--- src/rtl/core/sack_reorder_receiver_macros.svh ---
// ---------------------------------------------------------------------------
// SACK reorder receiver assertion macros
// Shared assertion forms used by the receiver modules. They assume a clock
// named clock and a synchronous active-high reset named reset.
// ---------------------------------------------------------------------------
`ifndef SACK_REORDER_RECEIVER_MACROS_SVH
`define SACK_REORDER_RECEIVER_MACROS_SVH

// The consequent must hold in the same cycle as the antecedent.
`define SRR_ASSERT_NOW(label, ante, cons, msg) \
   label: assert property (@(posedge clock) disable iff (reset) (ante) |-> (cons)) \
      else $error(msg);

// The consequent must hold in the cycle after the antecedent.
`define SRR_ASSERT_NEXT(label, ante, cons, msg) \
   label: assert property (@(posedge clock) disable iff (reset) (ante) |=> (cons)) \
      else $error(msg);

`endif

--- src/rtl/core/srr_pkg.sv ---
// ---------------------------------------------------------------------------
// SACK reorder receiver package
// Window geometry, field widths, shared types and result codes.
// ---------------------------------------------------------------------------
package srr_pkg;

   localparam int WINDOW        = 32;
   localparam int SLOT_BITS     = $clog2(WINDOW);
   localparam int NUM_WIDTH     = 31;
   localparam int PAYLOAD_WIDTH = 32;
   localparam int HISTORY_BITS  = 32;

   typedef logic [SLOT_BITS-1:0]     slot_type;
   typedef logic [NUM_WIDTH-1:0]     num_type;
   typedef logic [PAYLOAD_WIDTH-1:0] payload_type;
   typedef logic [HISTORY_BITS-1:0]  history_type;
   typedef logic [WINDOW-1:0]        window_type;

   localparam num_type NUM_MAX = '1;

   localparam logic KIND_DELIVERY = 1'b0;
   localparam logic KIND_REPORT   = 1'b1;

   typedef struct packed {
      num_type     latest_ack;
      history_type ack_history;
      num_type     first_nack;
   } report_type;

endpackage

--- src/rtl/core/sack_reorder_receiver.sv ---
// ---------------------------------------------------------------------------
// SACK reorder receiver
// Receive side of a selective-repeat link with a reorder window and a
// SACK-style ack history report at the end of each packet.
// ---------------------------------------------------------------------------
// Usage:
//   The req_ channel carries one received message (or an empty packet marker)
//   per item. The rsp_ channel returns delivered messages in order and, at
//   the end of each packet, one ack report item with rsp_last set.
//   An item without end_of_packet is taken and gives no result.
//   An end-of-packet item then checks the next in-order slot: each delivered
//   message takes a valid-bit check (ST_CHECK), then a payload RAM read
//   (ST_FETCH); the final check is followed by the window scan (ST_SCAN)
//   and the report stage (ST_REPORT), which loads the report. The registered
//   read of the payload RAM is why each delivery needs its own fetch state.
//   req_stall is high while a packet end is being worked off; a new item is
//   taken while the last report still waits in the output register.
//   While rsp_stall is high an item in the output register stays there and
//   the delivery walk pauses. Reset empties the window, clears the in-order
//   number and the packet flags; payload RAM contents are left as they are.
// ---------------------------------------------------------------------------
`include "sack_reorder_receiver_macros.svh"

module sack_reorder_receiver import srr_pkg::*; (
   input  logic        clock,
   input  logic        reset,
   input  logic        req_valid,
   output logic        req_stall,
   input  logic        req_has_message,
   input  num_type     req_order_number,
   input  payload_type req_payload,
   input  logic        req_end_of_packet,
   output logic        rsp_valid,
   input  logic        rsp_stall,
   output logic        rsp_kind,
   output num_type     rsp_delivered_number,
   output payload_type rsp_delivered_payload,
   output num_type     rsp_latest_ack,
   output history_type rsp_ack_history,
   output num_type     rsp_first_nack,
   output logic        rsp_ack_changed,
   output logic        rsp_window_overflow,
   output logic        rsp_last
);

   localparam logic [2:0] ST_IDLE   = 3'd0;
   localparam logic [2:0] ST_CHECK  = 3'd1;
   localparam logic [2:0] ST_FETCH  = 3'd2;
   localparam logic [2:0] ST_SCAN   = 3'd3;
   localparam logic [2:0] ST_REPORT = 3'd4;

   logic [2:0]  state_ff, state_in;
   num_type     io_ff, io_in;
   window_type  valid_ff, valid_in;
   logic        changed_ff, changed_in;
   logic        overflow_ff, overflow_in;

   logic        out_valid_ff, out_valid_in;
   logic        out_kind_ff, out_kind_in;
   num_type     out_number_ff, out_number_in;
   payload_type out_payload_ff, out_payload_in;
   report_type  out_report_ff, out_report_in;
   logic        out_changed_ff, out_changed_in;
   logic        out_overflow_ff, out_overflow_in;

   logic        req_fire;
   logic        out_free;
   num_type     io_next;
   slot_type    next_slot;
   num_type     offset;
   logic        above;
   logic        in_window;
   slot_type    wr_slot;
   logic        store;
   logic        load_delivery;
   logic        load_report;
   payload_type rd_payload;
   report_type  scan_report;

   assign req_stall = (state_ff != ST_IDLE);
   assign req_fire  = req_valid && !req_stall;
   assign out_free  = !out_valid_ff || !rsp_stall;

   assign io_next   = io_ff + num_type'(1);
   assign next_slot = slot_type'(io_next);

   assign above     = req_order_number > io_ff;
   assign offset    = req_order_number - io_ff - num_type'(1);
   assign in_window = above && (offset[NUM_WIDTH-1:SLOT_BITS] == '0);
   assign wr_slot   = slot_type'(req_order_number);
   assign store     = req_fire && req_has_message && in_window && !valid_ff[wr_slot];

   assign load_delivery = (state_ff == ST_FETCH) && out_free;
   assign load_report   = (state_ff == ST_REPORT) && out_free;

   srr_ram #(
      .WIDTH (PAYLOAD_WIDTH),
      .DEPTH (WINDOW)
   ) u_payload_ram (
      .clock   (clock),
      .wr_en   (store),
      .wr_addr (wr_slot),
      .wr_data (req_payload),
      .rd_addr (next_slot),
      .rd_data (rd_payload)
   );

   srr_scan u_scan (
      .clock     (clock),
      .start     (state_ff == ST_SCAN),
      .valid_vec (valid_ff),
      .in_order  (io_ff),
      .report    (scan_report)
   );

   always_comb begin
      state_in    = state_ff;
      io_in       = io_ff;
      valid_in    = valid_ff;
      changed_in  = changed_ff;
      overflow_in = overflow_ff;
      unique case (state_ff)
         ST_IDLE: begin
            if (req_fire) begin
               if (store) begin
                  valid_in[wr_slot] = 1'b1;
                  changed_in        = 1'b1;
               end
               if (req_has_message && above && !in_window) begin
                  overflow_in = 1'b1;
               end
               if (req_end_of_packet) begin
                  state_in = ST_CHECK;
               end
            end
         end
         ST_CHECK: begin
            // The RAM read of the next slot is issued at the end of this cycle.
            if (valid_ff[next_slot] && (io_ff != NUM_MAX)) begin
               state_in = ST_FETCH;
            end else begin
               state_in = ST_SCAN;
            end
         end
         ST_FETCH: begin
            if (load_delivery) begin
               valid_in[next_slot] = 1'b0;
               io_in               = io_next;
               state_in            = ST_CHECK;
            end
         end
         ST_SCAN: begin
            state_in = ST_REPORT;
         end
         ST_REPORT: begin
            if (load_report) begin
               changed_in  = 1'b0;
               overflow_in = 1'b0;
               state_in    = ST_IDLE;
            end
         end
         default: begin
            state_in = ST_IDLE;
         end
      endcase
   end

   always_comb begin
      out_valid_in    = out_valid_ff && rsp_stall;
      out_kind_in     = out_kind_ff;
      out_number_in   = out_number_ff;
      out_payload_in  = out_payload_ff;
      out_report_in   = out_report_ff;
      out_changed_in  = out_changed_ff;
      out_overflow_in = out_overflow_ff;
      priority if (load_delivery) begin
         out_valid_in    = 1'b1;
         out_kind_in     = KIND_DELIVERY;
         out_number_in   = io_next;
         out_payload_in  = rd_payload;
         out_report_in   = '0;
         out_changed_in  = 1'b0;
         out_overflow_in = 1'b0;
      end else if (load_report) begin
         out_valid_in    = 1'b1;
         out_kind_in     = KIND_REPORT;
         out_number_in   = '0;
         out_payload_in  = '0;
         out_report_in   = scan_report;
         out_changed_in  = changed_ff;
         out_overflow_in = overflow_ff;
      end
   end

   always_ff @(posedge clock) begin
      if (reset) begin
         state_ff     <= ST_IDLE;
         io_ff        <= '0;
         valid_ff     <= '0;
         changed_ff   <= 1'b0;
         overflow_ff  <= 1'b0;
         out_valid_ff <= 1'b0;
      end else begin
         state_ff     <= state_in;
         io_ff        <= io_in;
         valid_ff     <= valid_in;
         changed_ff   <= changed_in;
         overflow_ff  <= overflow_in;
         out_valid_ff <= out_valid_in;
      end
   end

   always_ff @(posedge clock) begin
      out_kind_ff     <= out_kind_in;
      out_number_ff   <= out_number_in;
      out_payload_ff  <= out_payload_in;
      out_report_ff   <= out_report_in;
      out_changed_ff  <= out_changed_in;
      out_overflow_ff <= out_overflow_in;
   end

   assign rsp_valid             = out_valid_ff;
   assign rsp_kind              = out_kind_ff;
   assign rsp_delivered_number  = out_number_ff;
   assign rsp_delivered_payload = out_payload_ff;
   assign rsp_latest_ack        = out_report_ff.latest_ack;
   assign rsp_ack_history       = out_report_ff.ack_history;
   assign rsp_first_nack        = out_report_ff.first_nack;
   assign rsp_ack_changed       = out_changed_ff;
   assign rsp_window_overflow   = out_overflow_ff;
   assign rsp_last              = (out_kind_ff == KIND_REPORT);

   `SRR_ASSERT_NOW(a_fetch_slot_held, (state_ff == ST_FETCH), valid_ff[next_slot], "empty fetch")
   `SRR_ASSERT_NOW(a_fetch_below_top, (state_ff == ST_FETCH), (io_ff != NUM_MAX), "fetch at top")
   `SRR_ASSERT_NEXT(a_delivery_advances, load_delivery, (io_ff == $past(io_next)), "no advance")
   `SRR_ASSERT_NEXT(a_report_clears_flags, load_report, (!changed_ff && !overflow_ff), "flags kept")

endmodule

--- src/rtl/core/srr_ram.sv ---
// ---------------------------------------------------------------------------
// SACK reorder receiver generic RAM
// One write port and one read port; the read data is registered.
// ---------------------------------------------------------------------------
module srr_ram #(
   parameter int WIDTH = 32,
   parameter int DEPTH = 32
) (
   input  logic                     clock,
   input  logic                     wr_en,
   input  logic [$clog2(DEPTH)-1:0] wr_addr,
   input  logic [WIDTH-1:0]         wr_data,
   input  logic [$clog2(DEPTH)-1:0] rd_addr,
   output logic [WIDTH-1:0]         rd_data
);

   logic [WIDTH-1:0] mem [DEPTH];
   logic [WIDTH-1:0] rd_data_ff;

   always_ff @(posedge clock) begin
      if (wr_en) begin
         mem[wr_addr] <= wr_data;
      end
      rd_data_ff <= mem[rd_addr];
   end

   assign rd_data = rd_data_ff;

endmodule

--- src/rtl/core/srr_scan.sv ---
// ---------------------------------------------------------------------------
// SACK reorder receiver window scan
// Finds the lowest and highest held numbers of the window and forms the
// ack report in the cycle after start.
// ---------------------------------------------------------------------------
module srr_scan import srr_pkg::*; (
   input  logic       clock,
   input  logic       start,
   input  window_type valid_vec,
   input  num_type    in_order,
   output report_type report
);

   window_type rot_in;
   logic       any_in;
   slot_type   lo_in;
   slot_type   hi_in;

   logic       any_ff;
   slot_type   lo_ff;
   slot_type   hi_ff;
   window_type rot_ff;
   num_type    io_ff;

   // Stage one: align the window so that bit k is number in_order + 1 + k.
   always_comb begin
      slot_type base;
      slot_type idx;
      base = slot_type'(in_order + num_type'(1));
      lo_in = '0;
      hi_in = '0;
      for (int k = 0; k < WINDOW; k++) begin
         idx = base + slot_type'(k);
         rot_in[k] = valid_vec[idx];
      end
      for (int k = WINDOW - 1; k >= 0; k--) begin
         if (rot_in[k]) begin
            lo_in = slot_type'(k);
         end
      end
      for (int k = 0; k < WINDOW; k++) begin
         if (rot_in[k]) begin
            hi_in = slot_type'(k);
         end
      end
      any_in = |rot_in;
   end

   always_ff @(posedge clock) begin
      if (start) begin
         any_ff <= any_in;
         lo_ff  <= lo_in;
         hi_ff  <= hi_in;
         rot_ff <= rot_in;
         io_ff  <= in_order;
      end
   end

   // Stage two: history bit b covers number highest - 1 - b. Bits at or
   // below the in-order point read as ones, the rest come from the window.
   always_comb begin
      window_type                           rev;
      logic [HISTORY_BITS+WINDOW-1:0]       ext;
      logic [HISTORY_BITS+WINDOW-1:0]       shifted;
      logic [SLOT_BITS:0]                   shamt;
      for (int k = 0; k < WINDOW; k++) begin
         rev[WINDOW-1-k] = rot_ff[k];
      end
      ext     = {{HISTORY_BITS{1'b1}}, rev};
      shamt   = (SLOT_BITS+1)'(WINDOW) - {1'b0, hi_ff};
      shifted = ext >> shamt;
      if (any_ff) begin
         report.latest_ack  = io_ff + num_type'(hi_ff) + num_type'(1);
         report.ack_history = shifted[HISTORY_BITS-1:0];
         report.first_nack  = io_ff + num_type'(lo_ff);
      end else begin
         report.latest_ack  = io_ff;
         report.ack_history = '1;
         report.first_nack  = '0;
      end
   end

endmodule
--- config.mk ---
export PLATFORM = sky130hd
export DESIGN_NAME = sack_reorder_receiver
export DESIGN_NICKNAME = d
export VERILOG_FILES = /design/src/rtl/core/srr_pkg.sv /design/src/rtl/core/sack_reorder_receiver.sv /design/src/rtl/core/srr_ram.sv /design/src/rtl/core/srr_scan.sv
export VERILOG_INCLUDE_DIRS = /design/src /design/src/rtl/core
export SDC_FILE = /design/constraint.sdc
export NUM_CORES = 2
export LEC_CHECK = 0
export ABC_CLOCK_PERIOD_IN_PS = 7900
export BUFFER_PORTS_ARGS = -buffer_cell sky130_fd_sc_hd__clkbuf_2
export CAP_MARGIN = 20
export CORE_AREA = 2 2 399 440
export DETAILED_ROUTE_END_ITERATION = 6
export DIE_AREA = 0 0 401 442
export PLACE_DENSITY = 0.46
export SLEW_MARGIN = 20
export SYNTH_ARGS = -nofsm -noshare
export SYNTH_HDL_FRONTEND = slang
export SYNTH_SLANG_ARGS = --single-unit
--- constraint.sdc ---
create_clock -name clock -period 7.9 [get_ports clock]
set_input_delay 0.79 -clock clock [delete_from_list [all_inputs] [get_ports clock]]
set_output_delay 0.79 -clock clock [all_outputs]
set_load 0.03 [all_outputs]
Yosys cells after proc, flatten, opt, wreduce, memory -nomap -nowiden
Memories as Yosys holds them, arrays and structs flattened. A register that Yosys moved wholly into a read port is not among the register bits.
Cells that the tools add are included.
{"block": "classes", "add_sub_neg": 38, "n_eq_ne": 11, "n_lt_le_gt_ge": 36, "mux": 157, "shifts": 1, "n_bitwise": 3, "reduce_logical": 39}
{"operator": "< comparator 5 x 6 -> 1 bit (second input constant)", "n": 33}
{"operator": "binary-select mux 1 bit (select 5 bit)", "n": 33}
{"operator": "2-to-1 mux 32 bit", "n": 5}
{"operator": "2-to-1 mux 4 bit", "n": 24}
{"operator": "2-to-1 mux 94 bit", "n": 1}
{"operator": "adder 5 bit (second input constant)", "n": 16}
{"operator": "2-to-1 mux 5 bit", "n": 16}
{"operator": "case mux 32 bit (2 select lines)", "n": 1}
{"operator": "right shift 64 x 6 -> 32 bit", "n": 1}
{"operator": "adder 31 x 1 -> 31 bit (second input constant)", "n": 2}
{"operator": "adder 31 x 5 -> 31 bit", "n": 2}
{"operator": "2-to-1 mux 31 bit", "n": 2}
{"operator": "2-to-1 mux 1 bit", "n": 48}
{"operator": "2-to-1 mux 3 bit", "n": 16}
{"operator": "adder 5 x 4 -> 5 bit (second input constant)", "n": 8}
{"operator": "AND 32 bit", "n": 1}
{"operator": "NOT 32 bit", "n": 1}
{"operator": "bitwise OR 32 bit", "n": 1}
{"operator": "OR reduction 16 bit", "n": 2}
{"operator": "OR reduction 32 bit", "n": 1}
{"operator": "greater-than comparator 31 bit", "n": 1}
{"operator": "inequality test 31 bit (second input constant)", "n": 1}
{"operator": "subtractor 31 x 1 -> 31 bit (second input constant)", "n": 1}
{"operator": "subtractor 31 bit", "n": 1}
{"operator": "25 further kinds", "n": 67}
{"block": "word_totals", "output_inout_bits": 163, "reg_bits": 303, "elab_cells": 313, "ramBits": 1024, "mem_count": 1}
{"memory": "u_payload_ram.mem", "words": 32, "width": 32, "read_ports": 1, "rd_ports_with_merged_regs": 1, "wr": 1, "line": "srr_ram.sv:17", "source": "logic [WIDTH-1:0] mem [DEPTH];"}

Logic depth before layout (Yosys ltp)
{"block": "logic_depth", "word_depth": 35, "ltp_mapped": 19}

Cells and area by module
A second synthesis with hierarchy kept.
{"block": "hier_totals", "cells_unflattened": 4736, "area_unflattened_um2": 61680.4}
{"mod": "srr_ram", "cells_each": 2260, "seq_area_each_um2": 31390.1, "area_each_um2": 40492.6, "n_inst": 1}
{"mod": "sack_reorder_receiver", "cells_each": 1469, "seq_area_each_um2": 5215.0, "area_each_um2": 12223.0, "n_inst": 1}
{"mod": "srr_scan", "cells_each": 1007, "seq_area_each_um2": 2222.1, "area_each_um2": 8964.8, "n_inst": 1}

Worst setup path before layout
OpenSTA, ideal clock, no wires.
{"block": "synth_timing", "kind": "input to register", "from": "input req_order_number[0]", "to": "memory u_payload_ram.mem[18][0], enable pin", "t_arrival_ns": 6.641, "required_ns": 7.398, "path_buffers": 3, "stages": 15, "slack_ns": 0.758, "cell_sequence": "clkbuf_1 clkbuf_1 clkinv_1 ha_1 inv_1 a21o_1 a21oi_1 o21ai_0 a21oi_1 o211ai_1 nand4_1 nor4_2 nand3_2 buf_2 nor4_1"}
{"block": "synth_via", "elab_chain_len": 8}
{"element": "from (decl)", "line": "sack_reorder_receiver.sv:30", "source": "input num_type req_order_number,"}
{"element": "subtractor 31 bit", "line": "sack_reorder_receiver.sv:88", "source": "assign offset = req_order_number - io_ff - num_type'(1);"}
{"element": "subtractor 31 x 1 -> 31 bit", "line": "sack_reorder_receiver.sv:88"}
{"element": "logical NOT 26 bit", "line": "sack_reorder_receiver.sv:89", "source": "assign in_window = above && (offset[NUM_WIDTH-1:SLOT_BITS] == '0);"}
{"element": "logical AND 1 bit", "line": "sack_reorder_receiver.sv:89"}
{"element": "logical AND 1 bit (2 in series)", "line": "sack_reorder_receiver.sv:91", "source": "assign store = req_fire && req_has_message && in_window && !valid_ff[wr_slot];"}
{"element": "2-to-1 mux 1 bit", "line": "srr_ram.sv:21", "source": "if (wr_en) begin"}
{"element": "2-to-1 mux 1 bit (not written as such)", "line": "srr_ram.sv:22", "source": "mem[wr_addr] <= wr_data;"}
{"element": "to (decl)", "line": "srr_ram.sv:17"}
Parallel ways exist; a longest one is shown, timed or not. The select of a mux whose other input is x is not followed.

Worst setup path after layout
{"block": "layout_timing", "from": "register io_ff[0]", "to": "memory u_payload_ram.mem[4][9], enable pin"}
{"block": "layout_via", "elab_chain_len": 8}
{"element": "from (decl)", "line": "sack_reorder_receiver.sv:53", "source": "num_type io_ff, io_in;"}
{"element": "from (signal assigned)", "line": "sack_reorder_receiver.sv:205", "source": "io_ff <= io_in;"}
{"element": "subtractor 31 bit", "line": "sack_reorder_receiver.sv:88"}
{"element": "subtractor 31 x 1 -> 31 bit", "line": "sack_reorder_receiver.sv:88"}
{"element": "logical NOT 26 bit", "line": "sack_reorder_receiver.sv:89"}
{"element": "logical AND 1 bit (*)", "line": "sack_reorder_receiver.sv:89"}
{"element": "logical AND 1 bit (*) (2 in series)", "line": "sack_reorder_receiver.sv:91"}
{"element": "2-to-1 mux 1 bit (*)", "line": "srr_ram.sv:21"}
{"element": "2-to-1 mux 1 bit (not written as such) (*)", "line": "srr_ram.sv:22"}
Mark *: on every way between the ends. The rest lies on a longest branch, timed or not.

==> run summary <==
Status: complete, no violations
WL/cell: 26.6 um
Synth area leader: edfxtp_1
Slew Viols, Final: 0
Crit-path max FO: 45
Period utilisation layout: 71.5%
Layout Nets: 4689
Post-Synth XOR/XNOR Area: 2.04%
Wl on met1: 79700 um
Seq/Total Area, Yosys: 64.6%
Tightest Pin Transition: 1.21 ns
I/O pin count: 232
Synth top area share: 58.0%
Top cells by count, synth: 1161 x edfxtp_1, 402 x nand2_1, 241 x a21oi_1
Vias in the first global route: 38.0k
Max Clk Rate: 0.177 GHz
RSZ-0062 raised after global routing: false
DR WL met2: 91700 um
Main combinational cell family by area after synthesis: multiplexers
Syn avg cell area: 13.8 um2
Largest cells by area after synthesis: edfxtp_1 58%, mux4_2 7.5%, dfxtp_1 6.6%
# setup viols final: 0
Mux cell area share after synthesis: 12.4%
Reg area: 38800 um2
Peak supply drop: 0.227 mV
Final setup TNS: 0 ns
Filler cells: 16.2k
Via-to-Cell Ratio: 5.45
Clock tree sinks: 1359
Core area: 173000 um2
Via count: 37.9k
Synthesized area: 60100 um2
End point of the critical path: u_payload_ram.mem[4][9]
First-pass GRT wire length: 269000 um
Setup Buffers After CTS: 0
Resize count post-CTS: 0
Hold_ws: 0.364 ns
Detailed Routing Iterations Pass 1: 5
Slew HR: 18.4%
Placer congestion estimate: 0.845
Gate Count Post-Synth: 4346
DR DRC count: 0
Detail Route Antenna Nets: 0
Buffers on Ports: 231
Met3 wire len: 9670 um
Clk slew on worst S/H paths: 0.06 ns
Worst Hold Class: in2reg
Rows: 160
Antenna violations before repair: 11
Area taken by multi-input logic gates: 20100 um2
Die area: 177000 um2
Max layer used: met5
Critical Path RT: 8.38 ns
Cell with the most instances after synthesis: edfxtp_1
Final hold violation count: 0
Critical Path Source: io_ff[0]
R2r startpoint: io_ff[0]
Area Growth Syn to Fin: 15.0%
Ys async rst share: 0%
Critical R2R Capture: u_payload_ram.mem[4][9]
Clk_lat worst skew: 0.81 ns
P per Cell Area: 233 nW/um2
Fin crit period: 5.65 ns
CTS tree: done
Yosys synthesis warning count: 0
Synth Register Bits: 1359
Placed wire-length estimate: 118000 um
Tot GR Track Use: 20.5%
Clk_skew: 0.0571 ns
Htree depth: 4
Grt ovf: 0
Compound-Gate Fraction of Synth Area: 8.37%
Reg2Reg Depth: 13
Synth Flop Type: edfxtp_1
Initial Utilization: 34.9%
Critical path capture point type: register
Root Driver: clkbuf_16
# hold bufs at CTS: 0
Tot Pwr: 16100 uW
EDFF count, synth: 1161
Cts bufs inserted: 152
Synth Net Count: 4476
Worst reg-to-reg setup slack: 2.25 ns
Synth unique cells: 87
Detailed router's first-iteration violation count: 3028
Arr. time, crit path: 6.13 ns
Layout cells sized above 1: 19.3%
Crit Path Class: reg2reg
Die Wd: 401 um
Post-Route WL: 185000 um
Crit path launch type: register
Die height: 442 um
Max clock buf depth: 3
Max Cap Viol: 0
Largest net degree at the start of global routing: 102
Adder-cell share of the synthesized area: 1.29%
Simple-gate share of the synthesized area: 8.81%
Pleak: 0.0231 uW
-- area by class of cell --
cell class | instances | share of cell area [%]
clock buffers | 196 | 5.98
clock inverters | 82 | 1.15
multi-input cells | 2592 | 29.0
diodes | 3 | 0.0109
flip-flops and latches | 1359 | 56.1
repair buffers | 339 | 2.99
inverters | 115 | 0.642
well taps | 2268 | 4.10
-- cells in the final DEF (no fill, tap or decap), drive strengths merged, types with 30 or more instances in the layout --
master	n
o22ai	67
xnor2	101
o21ai	212
inv	125
nand4	33
nor3	72
a31oi	59
mux2	45
buf	108
o311ai	30
and3	130
mux4	204
ha	59
mux2i	232
a21oi	242
nor2	172
a21o	33
clkbuf	427
nand3	155
clkinv	63
dfxtp	198
edfxtp	1161
a311oi	40
nand2	402
-- how the worst min path moves through the flow --
| stage | startpoint | to | slack (ns) | cells past startpoint |
|---|---|---|---|---|
| 5_1_grt | rsp_stall | state_ff[2] | 0.33 | 3 |
| 4_1_cts | rsp_stall | state_ff[2] | 0.30 | 3 |
| 6_report | rsp_stall | state_ff[2] | 0.36 | 3 |
| 2_1_floorplan | io_ff[6] | u_scan.io_ff[6] | 0.40 | 0 |
| 3_3_place_gp | io_ff[22] | u_scan.io_ff[22] | 0.43 | 0 |
| 3_5_place_dp | io_ff[19] | u_scan.io_ff[19] | 0.42 | 0 |
-- cell families after synthesis --
| logic type | count (synthesis) |
|---|---|
| and+or+nand+nor | 1101 |
| AOI/OAI and AO/OA | 817 |
| adders and majority gates | 61 |
| buffers and inverters | 395 |
| DFF | 1359 |
| xor gates and xnor gates | 132 |
| muxes | 481 |
-- sequential cells by signal (all words and copies together), names as in the netlist, 3 cells and up --
register,flops
io_ff,31
rsp_ack_history,32
rsp_delivered_number,31
rsp_delivered_payload,32
rsp_first_nack,31
rsp_latest_ack,31
state_ff,3
u_payload_ram.mem,1024
u_payload_ram.rd_data,32
u_scan.hi_ff,5
u_scan.io_ff,31
u_scan.lo_ff,5
u_scan.rot_ff,32
valid_ff,32
-- critical path, cell delays in order, from the launching register on --
cell,delay (ns)
dfxtp_4,0.81
inv_1,0.36
ha_1,0.29
a21o_1,0.18
a21o_1,0.22
a21oi_2,0.27
o31ai_1,0.14
a41oi_1,0.45
mux2i_1,0.24
nand4_1,0.11
nor4_2,0.51
nand3_1,0.61
nor2_4,0.71
buf_4,0.39
-- routing by layer --
metal	track usage (%)	vias up
li1	-	17200
met1	27.1	19300
met2	34.8	1094
met3	3.59	213
met4	4.86	14
met5	0	-
-- through the flow --
step	area (um2)	cells	utilization, %	setup WS [ns]
floorplan	60100	4346	-	0.758
global placement	64200	6673	37.2	2.10
detailed placement	64200	6673	37.2	2.11
CTS	69200	6951	40.1	2.10
global route	69200	6951	40.1	1.72
finish	69200	6954	40.1	2.25
-- power breakdown --
part	total (uW)	switching (uW)	leakage [uW]	internal, uW
sequential	7930	55.3	0.0121	7870
combinational	1190	804	0.00859	388
clock	6980	3010	0.00242	3970
(Power assumes the default switching activity.)
